--- src/hw/rtl/tcp_port_table_macros.svh ---
`ifndef TCP_PORT_TABLE_MACROS_SVH
`define TCP_PORT_TABLE_MACROS_SVH

// checked while out of reset
`define TPT_ASSERT(lbl, prop, msg) \
    lbl: assert property (@(posedge i_clk) disable iff (!i_rst_n) prop) else $error(msg);

// checked at every edge, reset included
`define TPT_ASSERT_ALWAYS(lbl, prop, msg) \
    lbl: assert property (@(posedge i_clk) prop) else $error(msg);

`endif

--- src/hw/rtl/tpt_pkg.sv ---
package tpt_pkg;

    localparam int PORTS_PER_RANGE = 32768;
    localparam int IDX_W           = $clog2(PORTS_PER_RANGE);
    localparam int WORD_W          = 32;
    localparam int BIT_W           = $clog2(WORD_W);
    localparam int ROW_W           = IDX_W - BIT_W;
    localparam int ROWS            = PORTS_PER_RANGE / WORD_W;
    localparam int PORT_W          = 16;
    localparam int CNT_W           = IDX_W + 1;

    typedef enum logic [1:0] {
        CMD_QUERY    = 2'd0,
        CMD_OPEN     = 2'd1,
        CMD_GET_FREE = 2'd2,
        CMD_CLOSE    = 2'd3
    } t_cmd;

    typedef enum logic [1:0] {
        KIND_QUERY = 2'd0,
        KIND_OPEN  = 2'd1,
        KIND_FREE  = 2'd2
    } t_kind;

    typedef enum logic [1:0] {
        S_CLEAR,
        S_IDLE,
        S_EVAL,
        S_SEARCH
    } t_state;

    typedef struct packed {
        logic clear;
        logic load;
        logic step;
        logic finish;
    } t_ctl;

    typedef struct packed {
        logic clear_last;
        t_cmd cmd;
        logic out_free;
        logic full;
        logic found;
    } t_sts;

endpackage

--- src/hw/rtl/tpt_ctrl.sv ---
module tpt_ctrl
    import tpt_pkg::*;
(
    input  logic       i_clk,
    input  logic       i_rst_n,
    input  logic       i_cmd_valid,
    input  logic [1:0] i_command,
    input  t_sts       i_sts,
    output logic       o_cmd_ready,
    output t_ctl       o_ctl
);

    t_state r_state;
    t_state n_state;

    always_ff @(posedge i_clk) begin
        if (!i_rst_n) begin
            r_state <= S_CLEAR;
        end else begin
            r_state <= n_state;
        end
    end

    always_comb begin
        n_state     = r_state;
        o_ctl       = '0;
        o_cmd_ready = 1'b0;
        case (r_state)
            S_CLEAR: begin
                o_ctl.clear = 1'b1;
                if (i_sts.clear_last) begin
                    n_state = S_IDLE;
                end
            end
            S_IDLE: begin
                o_cmd_ready = 1'b1;
                if (i_cmd_valid) begin
                    o_ctl.load = 1'b1;
                    n_state    = (t_cmd'(i_command) == CMD_GET_FREE) ? S_SEARCH : S_EVAL;
                end
            end
            S_EVAL: begin
                if (i_sts.cmd == CMD_CLOSE || i_sts.out_free) begin
                    o_ctl.finish = 1'b1;
                    n_state      = S_IDLE;
                end
            end
            S_SEARCH: begin
                if (i_sts.full || i_sts.found) begin
                    if (i_sts.out_free) begin
                        o_ctl.finish = 1'b1;
                        n_state      = S_IDLE;
                    end
                end else begin
                    o_ctl.step = 1'b1;
                end
            end
            default: begin
                n_state = S_CLEAR;
            end
        endcase
    end

endmodule

--- config.mk ---
export PLATFORM = sky130hd
export DESIGN_NAME = tpt_ctrl
export DESIGN_NICKNAME = d
export VERILOG_FILES = /design/src/hw/rtl/tcp_port_table_macros.svh /design/src/hw/rtl/tpt_pkg.sv /design/src/hw/rtl/tpt_ctrl.sv
export SDC_FILE = /design/constraint.sdc
export NUM_CORES = 1
export LEC_CHECK = 0
export ABC_AREA = 1
export BUFFER_PORTS_ARGS = -buffer_cell sky130_fd_sc_hd__buf_2
export CAP_MARGIN = 20
export CORE_AREA = 2 2 39 41
export CTS_CLUSTER_DIAMETER = 200
export DETAILED_ROUTE_END_ITERATION = 8
export DIE_AREA = 0 0 41 43
export HOLD_SLACK_MARGIN = 0.08
export PLACE_DENSITY_LB_ADDON = 0.25
export SETUP_SLACK_MARGIN = 0.15
export SKIP_CTS_REPAIR_TIMING = 1
export SYNTH_ARGS = -nofsm -noshare
export SYNTH_HDL_FRONTEND = slang
export SYNTH_SLANG_ARGS = --single-unit
--- constraint.sdc ---
create_clock -name i_clk -period 1 [get_ports i_clk]
set_input_delay 0.1 -clock i_clk [delete_from_list [all_inputs] [get_ports i_clk]]
set_output_delay 0.1 -clock i_clk [all_outputs]
set_load 0.01 [all_outputs]
# Word level (Yosys, flattened, before mapping)
# Index checks and enable logic that the tools add are counted.
# classes
n_mux	17
eq_ne	10
reduce_logical	4
# op_table
op	count
$mux 1	10
$mux 2	5
$ne 2x2->1 const B	5
$eq 2x2->1 const B	4
$pmux 2 s4	1
$reduce_and 5->1	1
$eq 2x1->1 const B	1
$logic_not 2->1	1
$logic_or 1x1->1	2
$pmux 1 s2	1
# totals
output_inout_bits	5
elab_cells	32
regBits	2
inputBits	11

# Logic depth before layout (Yosys ltp)
# Gate-level depths: netlist of the first run.
# logic_depth
word_depth	4
depth_mapped	7
ltp_nobuf	7

# Worst setup path after synthesis of the first run
# No wires, ideal clock.
# synth_timing
path_kind	flip-flop to flip-flop
startpoint	reg r_state[0]
endpoint	reg r_state[0]
stages_incl_launch_ff	6
path_slack_ns	-0.030
t_arrival_ns	0.918
setup_ns	0.112
synth_period_minus_slack_ns	1.030
cell_sequence	dfxtp_1 inv_2 nor2_1 o21ai_0 nor2_1 nor2_1
# synth_via
elab_chain_len	3
# synth_lines
item	line	source
from (decl)	tpt_ctrl.sv:13	t_state r_state;
from (signal assigned)	tpt_ctrl.sv:20	r_state <= n_state;
$eq 2x2->1, or another cell as far along	tpt_ctrl.sv:28	case (r_state)
$ne 2x2->1 (no line)	--	
$reduce_and 5->1 (no line)	--	
# Parallel ways exist; a longest one is shown, timed or not.
# A chain may end at the register's enable or synchronous reset.

==> impl_metrics.yaml, run 1 <==
run_status:
  status: "complete, but fails checks"
  failed_checks: "setup timing"
setup_path:
  arrival_ns: 1.01
  startpoint_type: "register"
  cp_max_fo: 4
  end_kind: "output port"
  critPathKind: "register to output port"
  crit_required_ns: 0.90
pwr:
  vdd_drop_max_v: 0.0007003
  p_per_area_nw_per_um2: 1840
  p_leak_nw: 0.2403
clocking:
  clk_pin_slew_worst_paths_ns: 0.03
  numCtsBuffers: 3
  cts_tree: "done"
  cts.sinks: 2
  cts_max_level: 1
  clock_path_buffers: 2
  insertion_delay_ns: 0.23
  root_buffer: "clkbuf_4"
die:
  die-area_sq_um: 1763
  die_y_um: 43
  die_w_um: 41
  num_rows: 14
  start_util_pct: 14.56
  ioPinCount: 16
  core_area_sq_um: 1384
logic_synthesis:
  netlist_area_sq_um: 201.4
  synth.distinct_cells: 12
  synth-xor-area-share_pct: 0
  yosysWarnings: 0
  synth_top_cell_by_area: "dfxtp_1"
  synthSimpleGateAreaFrac_pct: 54.04
  ys_seq_area_share_pct: 19.88
  syn-num-nets: 49
  syn_inst: 38
  synth_mux_area_share_pct: 0
  synth-seq-cells: 2
  synthAdderAreaFrac_pct: 0
  synth-compound-area-share_pct: 9.317
  yosys-top-cells-area: "dfxtp_1 20%, nand2_1 19%, inv_1 15%"
  synth_area_per_cell_sq_um: 5.301
  yosysTopAreaCellShare_pct: 19.88
  synth_top_family_by_area: "simple AND/OR/NAND/NOR gates"
finish:
  mostFrequentLayoutCells: "14 x buf_2, 9 x nand2_1, 7 x inv_1"
  reg_top3: "r_state x2"
  largest_reg_flops: 2
  fin_nets: 74
  num_antenna_cells: 0
  syn_to_final_growth_pct: 103.1
  layout_commonest_cell: "buf_2"
  finish.instance_area_sq_um: 409.1
  drive_gt1_share_pct: 62.90
  regMostFlops: "r_state"
global_route:
  gr-usage-all-layers_pct: 7.515
  grt_pass1_wl_um: 828
  grt_pass1_vias: 230
  grt_start_max_net_pins: 7
  antenna_found_initial: 0
  grt-ovfl-total: 0
sta:
  final.period_utilization_pct: 110.8
  finClkSkew_ns: 0.005199
  hold_viol: 0
  tightestPinTransition_ns: 0.1935
  slew_headroom_pct: 87.09
  rsz0062_at_grt: "yes"
  worst_slack_ns: -0.1082
  finalSetupViolCount: 6
  min_period_ns: 1.108
  clock.fmax_mhz: 902.4
  drv_slew: 0
detailed_routing:
  drtAntennaViolNets: 0
  routed_wl_um: 570
  vias: 282
  wl_per_cell_um: 7.308
  drt_iter0_drc: 4
  drc: 0
  dr.pass1.iters: 4
  via_per_inst: 3.615
job:
  cap_viol_max_count: 0
placed_design:
  place_area_sq_um: 309.0
  gp_congestion: 0.6816
  pre_cts_ws_ns: 0.03112
  dpl.hpwl_um: 472
  port_buffers: 15
min_path:
  min_path_type: "input port to register"
Yosys cell counts:
master    instances
nand2_1          10
inv_1             8
nor2_1            6
nor2_2            3
dfxtp_1           2
nand3_1           2
o21ai_0           2
inv_2             1
nand2_2           1
nand3b_1          1
o21ai_2           1
or2_2             1
power breakdown:
group / internal [W] / switching (W)
sequential: 0.000112 / 0.0000420
clock: 0.000148 / 0.0000506
combinational: 0.000208 / 0.000192
through the flow:
stage	TNS, ns	cells	utilization, %	hold slack, ns	power (W)
after global placement	0	69	22.33	0.3530	0.0004105
after detailed placement	0	69	22.33	0.3400	0.0004138
after global routing	-0.7833	78	29.57	0.1208	0.0008278
after CTS	-0.2919	73	24.23	0.1004	0.0006240
after floorplan	0	38	-	0.2183	0.0003262
final	-0.3836	78	29.57	0.1076	0.0007527
routing by layer:
layer	track usage, %	wire length, um
met2	10.00	287
met1	7.668	221
met3	3.665	61
met5	0	0
met4	8.000	0
critical path: stages (launching register included):
cell and delay, ns:
dfxtp_4 0.36, inv_4 0.05, nor2_4 0.12, inv_2 0.05
nor2_2 0.08, buf_2 0.13
cell families after synthesis:
family,count (synthesis)
AND/OR/NAND/NOR,24
buffers and inverters,9
AO/OA/AOI/OAI,3
flip-flops,2
final timing paths:
path              startpoint    endpoint  slack [ns]  cells past startpoint
hold reg to reg   r_state[1]  r_state[0]        0.68                      4
setup / recovery  r_state[0]    o_ctl[2]       -0.11                      5
hold / removal       i_rst_n  r_state[0]        0.11                      3
setup reg to reg  r_state[0]  r_state[0]       -0.04                      7
area by class of cell:
cell class                 instances  area (sq um)
timing repair buffer              20         118.9
fill                             161         974.7
multi-input combinational         27         160.2
tap                               16         20.02
inverter                           9         36.28
clock buffer                       4         26.28
sequential                         2         47.55
Power figures use the tool's default switching activity.
==> run 2: changes to the inputs <==
- CELL_PAD_IN_SITES_DETAIL_PLACEMENT: not set -> 1
- CELL_PAD_IN_SITES_GLOBAL_PLACEMENT: not set -> 2
- CORE_AREA: 2 2 39 41 -> 2 2 41 43
- CTS_BUF_LIST: not set -> sky130_fd_sc_hd__clkbuf_8
- DIE_AREA: 0 0 41 43 -> 0 0 43 45
- HOLD_SLACK_MARGIN: 0.08 -> not set
==> run 2 against run 1 <==
Compared with the run above: the run still ends with setup timing left; total power is 5.6% higher; critical path depth did not move; sequential power about the same; combinational power decreased by 21%; global-route usage fell by 0.47 points; first-iteration DRC count shrank 25%; cell count down 5.1%; clock skew decreased by 0.00062 ns; worst hold slack better by 0.021 ns; clock-buffer cell count decreased by 1; critical endpoint unchanged.
==> impl_metrics.yaml, run 2 (same netlist as run 1, synthesis figures left out) <==
sta:
  slew_headroom_pct: 87.18
  drv_slew: 0
  hold_viol: 0
  finClkSkew_ns: 0.004577
  clock.fmax_mhz: 940.9
  final.period_utilization_pct: 106.3
  setup_tns_ns: -0.09260
  min_period_ns: 1.063
  worst_slack_ns: -0.06279
  finalSetupViolCount: 3
  rsz0062_at_grt: "yes"
  tightestPinTransition_ns: 0.1922
  holdWs_ns: 0.1289
global_route:
  grt_start_max_net_pins: 7
  antenna_found_initial: 0
  grt_pass1_wl_um: 979
  gr-usage-all-layers_pct: 7.047
  grt-ovfl-total: 0
  grt_pass1_vias: 268
pwr:
  p_per_area_nw_per_um2: 2089
  power_frac_comb_pct: 39.8
  p_int_w: 0.0005206
  p_seq_share_pct: 19.2
  vdd_drop_max_v: 0.0007699
  switching_share_pct: 34.49
  p_leak_nw: 0.2250
  clock_power_share_pct: 41.1
  p_sw_w: 0.0002741
die:
  die_w_um: 43
  num_rows: 14
  die_y_um: 45
  die-area_sq_um: 1935
  ioPinCount: 16
  start_util_pct: 13.69
  core_area_sq_um: 1471
setup_path:
  crit_start: "r_state[0]"
  end_kind: "output port"
  worstReg2RegEnd: "r_state[0]"
  critPathTopFamily: "flip-flops"
  startpoint_type: "register"
  cp_cell_sequence: "inv_4 -> nor2_4 -> inv_2 -> nor2_1 -> buf_2"
  arrival_ns: 0.96
  r2r_slack_ns: 0.01
  crit_path_end: "o_ctl[2]"
  crit_required_ns: 0.90
  critical_path.max_stage_delay_ns: 0.36
  path_depth: 5
  critPathKind: "register to output port"
  worstReg2RegStart: "r_state[1]"
  cp_max_fo: 4
  cp_slowest_cell: "dfxtp_4"
  path_buf_inv: 3
  r2r_cells: 6
placed_design:
  gp_congestion: 0.6034
  place_area_sq_um: 309.0
  placed_cells: 69
  dpl.hpwl_um: 509.9
  port_buffers: 15
clocking:
  clk_pin_slew_worst_paths_ns: 0.03
  cts_tree: "done"
  insertion_delay_ns: 0.21
  clock_path_buffers: 2
  numCtsBuffers: 3
  cts_max_level: 1
  cts.sinks: 2
  root_buffer: "clkbuf_8"
finish:
  multiInputGateArea_sq_um: 142.6
  largest_reg_flops: 2
  num_antenna_cells: 0
  reg_top3: "r_state x2"
  finish.instance_area_sq_um: 380.4
  syn_to_final_growth_pct: 88.82
  drive_gt1_share_pct: 53.45
  layout_commonest_cell: "buf_2"
  fin_nets: 70
  nFillCells: 211
  final_util_pct: 25.85
  layout.cells.non_filler: 74
  regArea_sq_um: 47.55
  mostFrequentLayoutCells: "14 x buf_2, 9 x nand2_1, 8 x inv_1"
  regMostFlops: "r_state"
detailed_routing:
  wl_per_cell_um: 7.676
  dr.pass1.iters: 3
  routed_wl_um: 568
  drtAntennaViolNets: 0
  via_per_inst: 3.838
  vias: 284
  drt_iter0_drc: 3
  drc: 0
job:
  cap_viol_max_count: 0
min_path:
  min_path_type: "input port to register"
  worstHoldStart: "i_rst_n"
run_status:
  status: "complete, but fails checks"
  failed_checks: "setup timing"
-- run 2: metrics by stage --
stage / power (W) / setup slack (ns)
floorplan: 0.0003262 / 0.08376
global placement: 0.0004230 / 0.03312
CTS: 0.0007520 / -0.1149
detailed placement: 0.0004227 / 0.006843
global route: 0.0008651 / -0.1297
finish: 0.0007947 / -0.06279
-- run 2: worst min path at each step --
stage            endpoint  slack [ns]  depth (start not counted)
2_1_floorplan  r_state[0]        0.22                          2
3_3_place_gp   r_state[0]        0.35                          3
3_5_place_dp   r_state[0]        0.35                          3
4_1_cts        r_state[0]        0.13                          3
5_1_grt        r_state[0]        0.15                          3
6_report       r_state[0]        0.13                          3
-- run 2: power by group through the flow --
| stage | clock network [W] | logic [W] | registers [W] |
|---|---|---|---|
| floorplan | 0 | 0.000189 | 0.000137 |
| global placement | 0 | 0.000279 | 0.000144 |
| detailed placement | 0 | 0.000278 | 0.000145 |
| CTS | 0.000330 | 0.000279 | 0.000143 |
| global route | 0.000346 | 0.000362 | 0.000157 |
| finish | 0.000326 | 0.000316 | 0.000152 |
-- run 2: layer usage --
layer	GRT usage (%)	wire (um)	vias to the layer above
li1	-	-	151
met1	7.039	231	123
met2	11.82	285	8
met3	2.800	41	2
met4	5.455	10	0
met5	0	0	-
-- run 2: area by class of cell --
type	instances	area share, %
sequential	2	12.50
multi-input combinational	27	37.50
tap	16	5.263
inverter	9	9.539
timing repair buffer	16	23.36
clock inverter	1	0.9868
clock buffer	3	10.86
-- run 2: worst register-to-register path, stage by stage, from the launching register on --
cell	delay (ns)
dfxtp_4	0.38
nand3b_1	0.13
nand2_2	0.09
nor2_4	0.09
nand2_1	0.06
nor2_1	0.08
nor2_1	0.04
